`src/design/tts_fifo.sv`:
```
// Small register queue between the vertex front end and the math back end.
module tts_fifo #(
  parameter int DW    = 8,
  parameter int DEPTH = 2
) (
  input  logic          clk,
  input  logic          rst_n,
  input  logic          wr_valid,
  output logic          wr_ready,
  input  logic [DW-1:0] wr_data,
  output logic          rd_valid,
  input  logic          rd_ready,
  output logic [DW-1:0] rd_data
);
  localparam int AW = (DEPTH > 1) ? $clog2(DEPTH) : 1;
  localparam int CW = $clog2(DEPTH + 1);

  logic [DW-1:0] mem_r [DEPTH];
  logic [AW-1:0] wp_r, rp_r;
  logic [CW-1:0] cnt_r;
  logic          wr_en, rd_en;

  assign wr_ready = (cnt_r != CW'(DEPTH));
  assign rd_valid = (cnt_r != '0);
  assign rd_data  = mem_r[rp_r];
  assign wr_en    = wr_valid && wr_ready;
  assign rd_en    = rd_valid && rd_ready;

  always_ff @(posedge clk) begin
    if (wr_en) begin
      mem_r[wp_r] <= wr_data;
    end
  end

  always_ff @(posedge clk) begin
    if (!rst_n) begin
      wp_r  <= '0;
      rp_r  <= '0;
      cnt_r <= '0;
    end else begin
      if (wr_en) begin
        wp_r <= (wp_r == AW'(DEPTH - 1)) ? '0 : wp_r + 1'b1;
      end
      if (rd_en) begin
        rp_r <= (rp_r == AW'(DEPTH - 1)) ? '0 : rp_r + 1'b1;
      end
      if (wr_en && !rd_en) begin
        cnt_r <= cnt_r + 1'b1;
      end else if (rd_en && !wr_en) begin
        cnt_r <= cnt_r - 1'b1;
      end
    end
  end
endmodule

```
`config.mk`:
```
export PLATFORM = sky130hd
export DESIGN_NAME = tts_fifo
export DESIGN_NICKNAME = d
export VERILOG_FILES = /design/src/design/tts_fifo.sv
export SDC_FILE = /design/constraint.sdc
export NUM_CORES = 1
export LEC_CHECK = 0
export BUFFER_PORTS_ARGS = -buffer_cell sky130_fd_sc_hd__clkbuf_2
export CORE_ASPECT_RATIO = 0.8
export CORE_MARGIN = 2
export CORE_UTILIZATION = 27
export DETAILED_ROUTE_END_ITERATION = 6
export PLACE_DENSITY = 0.46
export SETUP_SLACK_MARGIN = 0.4
export SYNTH_ARGS = -nofsm -noshare
export SYNTH_HDL_FRONTEND = slang
export SYNTH_SLANG_ARGS = --single-unit
```
`constraint.sdc`:
```
create_clock -name clk -period 3.35 [get_ports clk]
set_input_delay 1.005 -clock clk [delete_from_list [all_inputs] [get_ports clk]]
set_output_delay 1.005 -clock clk [all_outputs]
set_load 0.05 [all_outputs]
```
==> flow_summary_export.csv, run 1 <==
group,metric,value,unit
timing,tightest_slew,423,ps
worst_setup_path,end_kind,"output port",
min_path,worstHoldStart,"rp_r",
worst_setup_path,critPathArrivalTime,1440,ps
cts,cts.sinks,21,
pwr,p_comb_share,39.1,%
detailed_routing,totalWireLength,1.26,mm
pwr,switchingPower,337,µW
status,status,"complete, no violations",
worst_setup_path,worstSetupPathType,"flop to output port",
floorplan,die_area,3460,µm²
synthesis,synth_mux_area_share,11.1,%
synthesis,yosysSeqAreaShare,71.7,%
synthesis,synth_cells,50,
placement,place.gp.congestion,0.640,
floorplan,ios,22,
synthesis,ys_warn_count,0,
worst_setup_path,crit_slowest_cell,"dfxtp_1",
detailed_routing,route.detailed.drc,0,
global_routing,grt_max_degree,12,
pwr,vdd_drop_max,310,µV
detailed_routing,drtIter0Drc,5,
timing,relSlewSlack,71.8,%
synthesis,synth_top_cells_by_area,"edfxtp_1 (59%), dfxtp_1 (12%), mux2_2 (11%), xor2_1 (3.2%), nand2b_4 (1.7%)",
floorplan,rows,17,
floorplan,initial_core_util,28.8,%
job,cap_violations,0,
worst_setup_path,startpoint_type,"flop",
floorplan,core,2810,µm²
detailed_routing,ant_nets,0,
layout,final_nets,88,
pwr,p_leak,0.000400,µW
synthesis,synth.largest_area_cell,"edfxtp_1",
synthesis,synth_compound_area_share,3.71,%
timing,period_needed,2450,ps
detailed_routing,avgViaCountPerCell,4.02,
worst_setup_path,cp_max_fo,8,
layout,fill_cells,290,
worst_setup_path,path_cells,"mux2_2, clkbuf_2",
placement,place_inst,108,
global_routing,overflow,0,
cts,cts_tree,"built",
detailed_routing,via_count,450,
floorplan,die_h,53.0,µm
synthesis,synth_top_family_by_area,"multiplexers",
pwr,power_frac_seq,42.6,%
cts,cts_resized,0,
timing,hold_violations,0,
layout,insertedDiodeCount,0,
synthesis,synthDistinctLibCells,17,
cts,cts-root-buf,"clkbuf_8",
global_routing,grt_pass1_wl,2.08,mm
pwr,fin_total_pwr,860,µW
timing,final.setup.tns,0,ps
synthesis,synth-simple-area-share,7.11,%
detailed_routing,avgRoutedWirePerCell,11.3,µm
worst_setup_path,crit_required,2340,ps
pwr,sw_frac_of_total,39.1,%
layout,fin_cells,112,
synthesis,syn_avg_cell_area,16.2,µm²
placement,io_buffers,21,
global_routing,antenna_found_initial,0,
detailed_routing,first_pass_iters,2,
min_path,worstHoldPathType,"flop to flop",
synthesis,ys_ff_latch,21,
timing,slew_violations,0,
synthesis,netlist_area,810,µm²
timing,rsz0062_at_grt,"false",
pwr,clockPowerShare,18.4,%
layout,design_area,1000,µm²
cts,hold_buffers,0,
cts,clock_path_buffers,2,
cts,cts-buffers-inserted,3,
floorplan,dieWidth,65.2,µm
layout,areaGrowthSynthToFinish,23.8,%
cts,cts_setup_buffers,0,
timing,fin_crit_sh,73.1,%
synthesis,netlist.area_leader.share,59.4,%
cts,cts.clk_slew.worst_paths,70,ps
global_routing,grt_pass1_vias,465,
cts,clock_latency,250,ps
synthesis,syn-num-nets,63,
synthesis,synthXorXnorAreaFrac,3.25,%
pwr,p_per_area,858,nW/µm²
timing,setup_viol,0,
worst_setup_path,reg2reg_from,"cnt_r[0]",
cts,cts_max_level,1,
pwr,p_int,523,µW
placement,dp_hpwl,916,µm
timing,fin_skew,4.29,ps
worst_setup_path,max_stage_delay,560,ps
placement,dpl_cell_area,957,µm²
timing,timing.fmax,0.408,GHz
synthesis,synthAdderAreaFrac,1.55,%
layout,drive_gt1_share,47.3,%
global_routing,track_usage,8.74,%
## per-layer routing
metal / vias to the layer above / share of wire (%) / global-route usage (%)
met4: 0 / 2.1 / 7.29
li1: 229 / - / -
met5: - / 0 / 0
met3: 2 / 5.4 / 2.77
met1: 207 / 47 / 10.7
met2: 12 / 45 / 12.6
## logic make-up (layout without fill, tap and decap cells)
logic type                 after synthesis  count (layout)
AOI/OAI and AO/OA                        5               5
xor gates and xnor gates                 3               3
adders and majority gates                1               1
buffers and inverters                    3              27
DFF                                     21              21
muxes                                    8               8
and+or+nand+nor                          9               9
## cell usage after synthesis
master,n
edfxtp_1,16
xor2_1,3
ha_1,1
nand2b_4,1
o21ai_0,2
and3_1,1
a21bo_2,1
and2_1,1
nor2_1,3
or3_1,1
mux2_2,8
or2_2,1
nand3b_1,1
buf_2,1
a21oi_1,2
inv_1,2
dfxtp_1,5
## sequential cells by signal, summed over array words and instances (netlist names), named ones only
signal and count:
rp_r 1, wp_r 1, cnt_r 2, mem_r 16
## power by group through the flow
stage | clock (µW) | combinational [µW] | sequential, µW
detailed placement | 0 | 338 | 373
floorplan | 0 | 290 | 354
global placement | 0 | 339 | 372
finish | 158 | 336 | 366
global route | 178 | 358 | 374
CTS | 166 | 340 | 367
## critical path, delay by kind of cell, from the launching register on
family | cells | cell delay [ps]
buffers and inverters | 1 | 240
multiplexers | 1 | 390
flip-flops | 1 | 560
## layout make-up
class                   instances  area [µm²]  area share, %
clock buffers                   4        45.0           4.49
inverters                       2        7.51          0.749
multi-input cells              26         216           21.6
flip-flops and latches         21         581           57.9
well taps                      38        47.5           4.74
repair buffers                 21         105           10.5
## final timing paths
kind	to	slack [ps]	cells after the start
max	rd_data[2]	900	2
min	flop	510	2
max reg2reg	cnt_r[1]	1780	5
min reg2reg	flop	510	2
## layout by cell type (no fill, tap or decap)
cell and instances:
clkbuf_2 21, edfxtp_1 16, mux2_2 8, dfxtp_1 5
xor2_1 3, nor2_1 3, clkbuf_8 3, inv_1 2
o21ai_0 2, a21oi_1 2, or2_2 1, nand2b_4 1
and2_1 1, and3_1 1, nand3b_1 1, a21bo_2 1
or3_1 1, ha_1 1, clkbuf_1 1
## through the flow
| step | worst slack (ps) | hold WS [ps] | utilization [%] |
|---|---|---|---|
| after floorplan | 1350 | 472 | - |
| after global placement | 1170 | 491 | 34.1 |
| after detailed placement | 1170 | 492 | 34.1 |
| after CTS | 876 | 512 | 35.7 |
| after global routing | 815 | 560 | 35.7 |
| final | 900 | 507 | 35.7 |
Power figures use the tool's default switching activity.
==> run 2: changes to the inputs <==
PLACE_DENSITY = 0.47   (was 0.46)
clock period = 2.2 ns   (was 3.35 ns; I/O delays follow)
==> flow_summary_export.csv, run 2 (synthesis gave the netlist of run 1 again) <==
group,metric,value,unit
global_routing,track_usage,8.74,%
layout,top_regs,"mem_r x16, cnt_r x2",
layout,regMostFlops,"mem_r",
global_routing,use_met2,12.8,%
job,cap_violations,0,
global_routing,gr-usage-met1,11.5,%
timing,slew_violations,0,
cts,cts-buffers-inserted,3,
worst_setup_path,endpoint,"rd_data[4]",
global_routing,grt_pass1_wl,2.15,mm
detailed_routing,totalWireLength,1.35,mm
floorplan,ios,22,
layout,areaGrowthSynthToFinish,40.5,%
timing,fin_crit_sh,84.3,%
cts,cts-root-buf,"clkbuf_8",
worst_setup_path,r2r_cells,5,
pwr,p_leak,0.000463,µW
timing,hold_violations,0,
cts,cts_tree,"built",
worst_setup_path,end_kind,"output port",
detailed_routing,first_pass_iters,3,
layout,layout_commonest_cell,"edfxtp_1",
worst_setup_path,cp_max_fo,8,
global_routing,overflow,0,
placement,place.gp.congestion,0.694,
placement,io_buffers,21,
cts,cts_setup_buffers,0,
worst_setup_path,worstSetupPathType,"flop to output port",
detailed_routing,avgViaCountPerCell,4.28,
detailed_routing,ant_nets,0,
cts,hold_buffers,0,
global_routing,grt_max_degree,12,
timing,rsz0062_at_grt,"true",
floorplan,initial_core_util,28.8,%
detailed_routing,via_count,479,
cts,cts_resized,30,
global_routing,grt_most_used_layer,"met2",
timing,tightest_slew,410,ps
layout,final_cell_mix,"edfxtp_1 (16), clkbuf_2 (11), mux2_4 (8)",
global_routing,grt_util_met3,2.55,%
cts,clock_path_buffers,2,
layout,fill_cells,276,
worst_setup_path,r2r_setup_slack,620,ps
layout,largest_reg_flops,16,
cts,cts_max_level,1,
floorplan,die_area,3460,µm²
timing,period_needed,1850,ps
timing,final.setup.tns,0,ps
timing,setup_viol,0,
layout,drive_gt1_share,48.6,%
timing,relSlewSlack,72.7,%
global_routing,grt_pass1_vias,456,
cts,clock_latency,250,ps
layout,fin_util,40.5,%
placement,dp_hpwl,959,µm
pwr,p_per_area,1310,nW/µm²
floorplan,die_h,53.0,µm
cts,cts.sinks,21,
global_routing,antenna_found_initial,0,
cts,cts.clk_slew.worst_paths,70,ps
worst_setup_path,startpoint_type,"flop",
detailed_routing,route.detailed.drc,0,
floorplan,core,2810,µm²
floorplan,dieWidth,65.2,µm
floorplan,rows,17,
min_path,worstHoldPathType,"flop to flop",
worst_setup_path,timing.rr.end,"cnt_r[1]",
worst_setup_path,crit_required,1540,ps
layout,insertedDiodeCount,0,
worst_setup_path,critPathArrivalTime,1190,ps
worst_setup_path,reg2reg_from,"cnt_r[0]",
status,status,"complete, no violations",
detailed_routing,drtIter0Drc,1,
timing,fin_skew,1.02,ps
layout,final_nets,88,
pwr,vdd_drop_max,653,µV
detailed_routing,avgRoutedWirePerCell,12.0,µm
timing,timing.fmax,0.539,GHz
## run 2: critical path, stage by stage, from the launching register on
cell	delay [ps]
dfxtp_4	440
mux2_4	330
clkbuf_16	170
## run 2: worst min-delay path by stage
stage / from / endpoint / slack (ps) / depth (start not counted)
finish: rp_r / rp_r / 510 / 2
CTS: rp_r / rp_r / 530 / 2
global placement: rp_r / rp_r / 490 / 2
floorplan: rp_r / flop / 470 / 2
global route: rp_r / flop / 550 / 2
detailed placement: rp_r / rp_r / 510 / 2
## run 2: report_power, final
| group | internal, µW | total, µW | leakage [µW] | switching (µW) |
|---|---|---|---|---|
| Combinational | 316 | 681 | 0.000249 | 366 |
| Sequential | 508 | 573 | 0.000191 | 64.4 |
| Clock | 129 | 241 | 0.0000228 | 113 |
## run 2: through the flow
| step | std cells | cell area [µm²] | setup WS, ps | total power [µW] | hold slack [ps] |
|---|---|---|---|---|---|
| after global routing | 112 | 1140 | 304 | 1570 | 545 |
| after floorplan | 50 | 810 | 541 | 980 | 472 |
| after detailed placement | 108 | 957 | 372 | 1090 | 507 |
| final | 112 | 1140 | 346 | 1500 | 513 |
| after CTS | 112 | 1130 | 328 | 1490 | 525 |
| after global placement | 108 | 957 | 374 | 1080 | 491 |
## run 2: per-layer routing
layer	vias up	wire length, µm
met5	-	0
met4	0	27
met3	2	57
met2	13	620
met1	234	639
li1	230	-
## run 2: final cells by class
type	count	area [µm²]	area share [%]
inverter	2	7.51	0.660
tap	38	47.5	4.18
timing repair buffer	21	206	18.2
sequential	21	584	51.4
clock buffer	4	45.0	3.96
multi-input combinational	26	246	21.7
