<file path="config.mk">
export PLATFORM = sky130hd
export DESIGN_NAME = tts_front_flat
export DESIGN_NICKNAME = d
export VERILOG_FILES = /design/src/design/tts_pkg.sv /design/src/design/tts_if.sv /design/src/design/tts_front.sv /design/src/flat_wrapper.sv
export SDC_FILE = /design/constraint.sdc
export NUM_CORES = 1
export LEC_CHECK = 0
export ABC_CLOCK_PERIOD_IN_PS = 17900
export BUFFER_PORTS_ARGS = -buffer_cell sky130_fd_sc_hd__buf_2
export CAP_MARGIN = 20
export CORE_MARGIN = 1.5
export CORE_UTILIZATION = 58
export CTS_BUF_LIST = sky130_fd_sc_hd__clkbuf_8
export DETAILED_ROUTE_END_ITERATION = 10
export PLACE_DENSITY_LB_ADDON = 0.2
export SYNTH_ARGS = -nofsm -noshare
export SYNTH_HDL_FRONTEND = slang
export SYNTH_SLANG_ARGS = --single-unit
</file>
<file path="constraint.sdc">
create_clock -name clk -period 17.9 [get_ports clk]
set_input_delay 1.79 -clock clk [delete_from_list [all_inputs] [get_ports clk]]
set_output_delay 1.79 -clock clk [all_outputs]
set_load 0.01 [all_outputs]
</file>
<file path="src/design/tts_pkg.sv">
// Shared types and constants for the triangle tangent-space block.
package tts_pkg;

  localparam int VERTEX_INDEX_BITS_DEF = 16;
  localparam int QUEUE_DEPTH           = 2;

  localparam int DELTA_BITS = 33;
  localparam int WIDE_BITS  = 66;
  localparam int MAG_BITS   = 65;
  localparam int Q14_SHIFT  = 14;
  localparam int QUOT_BITS  = 15;
  localparam int OUT_BITS   = 16;
  localparam int FIT_BITS   = 31;

  typedef logic signed [DELTA_BITS-1:0] delta_t;
  typedef logic signed [WIDE_BITS-1:0]  wide_t;
  typedef logic [MAG_BITS-1:0]          mag_t;
  typedef logic signed [OUT_BITS-1:0]   unit_t;

  // edge and texture deltas of one triangle, relative to its first corner
  typedef struct packed {
    delta_t e1x;
    delta_t e1y;
    delta_t e1z;
    delta_t e2x;
    delta_t e2y;
    delta_t e2z;
    delta_t du1;
    delta_t dv1;
    delta_t du2;
    delta_t dv2;
  } tri_delta_t;

  localparam int TRI_DELTA_BITS = $bits(tri_delta_t);

endpackage

</file>
<file path="src/design/tts_if.sv">
// Vertex and result channel interfaces.
interface tts_vtx_if #(parameter int IW = 16) ();
  logic               valid;
  logic               ready;
  logic signed [31:0] pos_x;
  logic signed [31:0] pos_y;
  logic signed [31:0] pos_z;
  logic signed [31:0] tex_u;
  logic signed [31:0] tex_v;
  logic [IW-1:0]      vertex_index;

  modport source (output valid, pos_x, pos_y, pos_z, tex_u, tex_v, vertex_index,
                  input ready);
  modport sink (input valid, pos_x, pos_y, pos_z, tex_u, tex_v, vertex_index,
                output ready);
endinterface


</file>
<file path="src/design/tts_front.sv">
// Front end: holds the first two corners and forms the triangle deltas.
module tts_front #(
  parameter int IW = 16
) (
  input  logic                clk,
  input  logic                rst_n,
  tts_vtx_if.sink             vin,
  output logic                push_valid,
  input  logic                push_ready,
  output tts_pkg::tri_delta_t push_delta,
  output logic [3*IW-1:0]     push_idx
);
  import tts_pkg::*;

  logic [1:0]         cnt_r;
  logic signed [31:0] hp_r [2][3];
  logic signed [31:0] ht_r [2][2];
  logic [IW-1:0]      hi_r [2];
  logic               acc;

  function automatic delta_t dsub(input logic signed [31:0] a, input logic signed [31:0] b);
    dsub = {a[31], a} - {b[31], b};
  endfunction

  assign vin.ready  = (cnt_r != 2'd2) || push_ready;
  assign acc        = vin.valid && vin.ready;
  assign push_valid = vin.valid && (cnt_r == 2'd2);

  assign push_delta.e1x = dsub(hp_r[1][0], hp_r[0][0]);
  assign push_delta.e1y = dsub(hp_r[1][1], hp_r[0][1]);
  assign push_delta.e1z = dsub(hp_r[1][2], hp_r[0][2]);
  assign push_delta.e2x = dsub(vin.pos_x, hp_r[0][0]);
  assign push_delta.e2y = dsub(vin.pos_y, hp_r[0][1]);
  assign push_delta.e2z = dsub(vin.pos_z, hp_r[0][2]);
  assign push_delta.du1 = dsub(ht_r[1][0], ht_r[0][0]);
  assign push_delta.dv1 = dsub(ht_r[1][1], ht_r[0][1]);
  assign push_delta.du2 = dsub(vin.tex_u, ht_r[0][0]);
  assign push_delta.dv2 = dsub(vin.tex_v, ht_r[0][1]);
  assign push_idx       = {hi_r[0], hi_r[1], vin.vertex_index};

  always_ff @(posedge clk) begin
    if (acc && (cnt_r != 2'd2)) begin
      hp_r[cnt_r[0]][0] <= vin.pos_x;
      hp_r[cnt_r[0]][1] <= vin.pos_y;
      hp_r[cnt_r[0]][2] <= vin.pos_z;
      ht_r[cnt_r[0]][0] <= vin.tex_u;
      ht_r[cnt_r[0]][1] <= vin.tex_v;
      hi_r[cnt_r[0]]    <= vin.vertex_index;
    end
  end

  always_ff @(posedge clk) begin
    if (!rst_n) begin
      cnt_r <= 2'd0;
    end else if (acc) begin
      cnt_r <= (cnt_r == 2'd2) ? 2'd0 : cnt_r + 2'd1;
    end
  end
endmodule

</file>
<file path="src/flat_wrapper.sv">
// flat-port wrapper written by rule: the top's interface ports become plain ports
module tts_front_flat import tts_pkg::*;
#(
  parameter int IW = 16
)
  (clk, rst_n, push_valid, push_ready, push_delta, push_idx, vin_valid, vin_pos_x, vin_pos_y, vin_pos_z, vin_tex_u, vin_tex_v, vin_vertex_index, vin_ready);
  tts_vtx_if #(.IW(IW)) vin_i ();
  input  logic clk;
  input  logic rst_n;
  output logic push_valid;
  input  logic push_ready;
  output tts_pkg::tri_delta_t push_delta;
  output logic [3*IW-1:0] push_idx;
  input wire logic [$bits(vin_i.valid)-1:0] vin_valid;
  input wire logic [$bits(vin_i.pos_x)-1:0] vin_pos_x;
  input wire logic [$bits(vin_i.pos_y)-1:0] vin_pos_y;
  input wire logic [$bits(vin_i.pos_z)-1:0] vin_pos_z;
  input wire logic [$bits(vin_i.tex_u)-1:0] vin_tex_u;
  input wire logic [$bits(vin_i.tex_v)-1:0] vin_tex_v;
  input wire logic [$bits(vin_i.vertex_index)-1:0] vin_vertex_index;
  output wire logic [$bits(vin_i.ready)-1:0] vin_ready;
  assign vin_i.valid = vin_valid;
  assign vin_i.pos_x = vin_pos_x;
  assign vin_i.pos_y = vin_pos_y;
  assign vin_i.pos_z = vin_pos_z;
  assign vin_i.tex_u = vin_tex_u;
  assign vin_i.tex_v = vin_tex_v;
  assign vin_i.vertex_index = vin_vertex_index;
  assign vin_ready = vin_i.ready;
  tts_front #(.IW(IW)) u_core (.clk(clk), .rst_n(rst_n), .vin(vin_i), .push_valid(push_valid), .push_ready(push_ready), .push_delta(push_delta), .push_idx(push_idx));
endmodule
</file>
==> flow_summary.yaml <==
timing:
  max_freq_ghz: 0.146
  skew_ps: 17.0
  finalCritPeriodShare_pct: 38.2
  hold_ws_ps: 624
  fin_tns_setup_ps: 0
  slew_headroom_pct: 25.8
  timing_hold_violations_final: 0
  tightest_slew_ps: 1110
  rsz0062_at_grt: "no"
  min_period_ps: 6830
  setup_viol: 0
  slew_viol_final: 0
pwr:
  p_leak_uw: 0.0148
  irDropWorstVdd_v: 0.0000819
  internal_power_uw: 1820
  clkPwrFrac_pct: 28.6
  power_switching_uw: 981
  comb_power_share_pct: 36.3
  power_density_nw_per_um2: 89.1
  p_seq_share_pct: 35.0
  p_sw_share_pct: 35.1
route:
  vias: 22860
  drt-vias-per-instance: 5.82
  dr.pass1.iters: 5
  avgRoutedWirePerCell_um: 19.2
  postRouteWirelength_um: 75300
  ant_nets: 0
  drcViolationCount: 0
  first_iter_violations: 1611
logic_synthesis:
  ys_warn_count: 0
  synth_seq_cells: 354
  yosysUniqueCellTypes: 78
  synthCells: 2658
  synth_ff_type: "edfxtp_1"
  synth_area_leaders: "edfxtp_1, ha_1, xnor2_1"
  yosysSeqAreaShare_pct: 39.8
  async_flop_share_pct: 0
  synth_edf_count: 352
  synth_top_area_share_pct: 39.7
  syn_avg_cell_area_um2: 10.0
  synthesis.nets: 3168
  netlist_area_um2: 26600
  yosys.area.top_type: "edfxtp_1"
cts:
  post-cts-setup-buffer-count: 0
  htreeDepth: 2
  cts_tree: "done"
  cts_buffers: 61
  clock-sinks: 354
  cts_buffer_depth: 3
  worstSkewPairLatency_ps: 670
  cts_hold_buffers: 0
  cts_resized: 0
  root_buffer: "clkbuf_8"
  clkTransAtPathRegs_ps: 70
place:
  routabilityCongestion: 0.945
  dpl_cell_area_um2: 30000
  dp.cells: 3785
  io_buffers: 559
  hpwl_um: 59500
global_route:
  grt_pass1_wl_um: 115000
  overflow: 0
  grt_use_total_pct: 30.8
  grt_pass1_vias: 22146
  grt_max_degree: 169
  antenna_found_initial: 36
setup_path:
  crit_type: "input port to output port"
  end_kind: "output port"
  r2r_start: "u_core.cnt_r[0]"
  start_kind: "input port"
  cp.required_ps: 16110
  cp.arrival_ps: 5040
  critical_path.startpoint: "vin_tex_u[0]"
  cp_max_fo: 5
  reg2regPathDepth: 3
floorplan:
  die_area_um2: 47200
  initial_core_util_pct: 58.7
  die_h_um: 217
  core_um2: 45400
  fp-row-count: 78
  ioPinCount: 560
  fp.dieW_um: 217
hold_path:
  hold_depth: 2
  hp-start: "u_core.cnt_r[1]"
  hp-class: "flop to flop"
final_layout:
  syn_to_final_growth_pct: 17.9
  fin_area_um2: 31400
  layout-drive-gt1-share_pct: 20.6
  fin_util_pct: 69.2
  nFillCells: 3564
  finalNonFillerCells: 3926
  nNetsFinal: 3758
job:
  max_cap_viol_count: 0
status:
  status: "complete, no violations"
[cell usage after synthesis, types with 10 or more instances]
cell type  count
a211oi_1      26
a21boi_0      11
a21o_1       177
a21oi_1      225
a31o_2        10
a31oi_1       36
and2_1        14
and3_1        19
buf_4         16
clkbuf_1      19
edfxtp_1     352
fa_1          10
ha_1         320
inv_1        261
nand2_1      161
nand2b_1      41
nand3_1       50
nand4_1       29
nor2_1       147
nor2b_1       48
nor3_1        34
o211ai_1      14
o21a_1        46
o21ai_0      119
o21bai_1      32
o31ai_1       10
or3_1         13
xnor2_1      173
xor2_1        92
[cell type report]
| type | count | area, um^2 | share of cell area (%) |
|---|---|---|---|
| Antenna cell | 29 | 72.6 | 0.231 |
| Tap cell | 600 | 751 | 2.39 |
| Timing Repair Buffer | 563 | 2840 | 9.04 |
| Clock buffer | 61 | 840 | 2.67 |
| Inverter | 261 | 980 | 3.12 |
| Clock inverter | 51 | 460 | 1.47 |
| Sequential cell | 354 | 10600 | 33.8 |
| Multi-Input combinational cell | 2007 | 14900 | 47.3 |
[worst max-delay path, cell delays in order]
cell      delay (ps)
buf_2            100
inv_1             40
ha_1             210
fa_1             400
nor2b_1          120
o21ai_1           90
a21o_1           200
a31oi_1          340
a311o_1          400
a211oi_1         180
o41ai_1          590
a21o_1           190
a21oi_1           70
xnor2_1          160
buf_2            150
[cell families (layout without fill, tap and decap cells)]
family / Yosys count / count (layout) / share of synthesized area [%]
other: 0 / 29 / 0
multiplexers: 2 / 2 / 0.0752
buffers and inverters: 297 / 936 / 4.42
adder cells (fa/ha/maj): 330 / 330 / 15.8
XOR/XNOR: 265 / 265 / 8.71
AO/OA/AOI/OAI: 811 / 811 / 20.2
AND/OR/NAND/NOR: 599 / 599 / 11.0
flip-flops: 354 / 354 / 39.8
[sequential cells by signal, indices dropped and copies added, names as in the netlist]
name / flops
u_core.hi_r: 32
u_core.cnt_r: 2
u_core.ht_r: 128
u_core.hp_r: 192
[cells in the final DEF (no fill, tap or decap), types with 14 or more instances in the layout]
| cell type | instances |
|---|---|
| a211oi_1 | 26 |
| a21o_1 | 177 |
| a21oi_1 | 225 |
| a31oi_1 | 36 |
| and3_1 | 19 |
| buf_2 | 559 |
| clkbuf_8 | 61 |
| diode_2 | 29 |
| edfxtp_1 | 352 |
| ha_1 | 320 |
| inv_1 | 278 |
| nand2_1 | 161 |
| nand2b_1 | 41 |
| nand3_1 | 50 |
| nand4_1 | 29 |
| nor2_1 | 147 |
| nor2b_1 | 48 |
| nor3_1 | 34 |
| o211ai_1 | 14 |
| o21a_1 | 46 |
| o21ai_0 | 119 |
| o21bai_1 | 32 |
| xnor2_1 | 173 |
| xor2_1 | 92 |
[stage by stage]
| stage | total power [uW] | setup slack [ps] |
|---|---|---|
| 2_1_floorplan | 1640 | 2480 |
| 3_3_place_gp | 1980 | 11070 |
| 6_report | 2800 | 11070 |
| 3_5_place_dp | 2000 | 11090 |
| 5_1_grt | 2930 | 10710 |
| 4_1_cts | 2800 | 11070 |
[per-layer routing]
| layer | vias to the layer above | part of all wire [%] | track usage, % |
|---|---|---|---|
| met4 | 24 | 4.8 | 15.5 |
| met3 | 215 | 8.7 | 8.54 |
| met1 | 10742 | 40 | 36.6 |
| met2 | 844 | 47 | 51.2 |
| li1 | 11035 | - | - |
| met5 | - | 0.21 | 0 |
[worst paths after layout]
| check | endpoint | slack [ps] |
|---|---|---|
| min reg2reg | u_core.cnt_r[1] | 620 |
| max reg2reg | u_core.hi_r[1][1] | 15200 |
| max | push_delta[63] | 11070 |
| min | u_core.cnt_r[1] | 620 |
[power groups by stage]
stage	registers, uW	clock network (uW)	logic, uW
after floorplan	1010	0	629
after global placement	996	0	983
after detailed placement	997	0	1000
after CTS	980	814	1010
after global routing	984	844	1100
final	980	801	1020
Note: power is estimated with default switching activity, not from simulation.
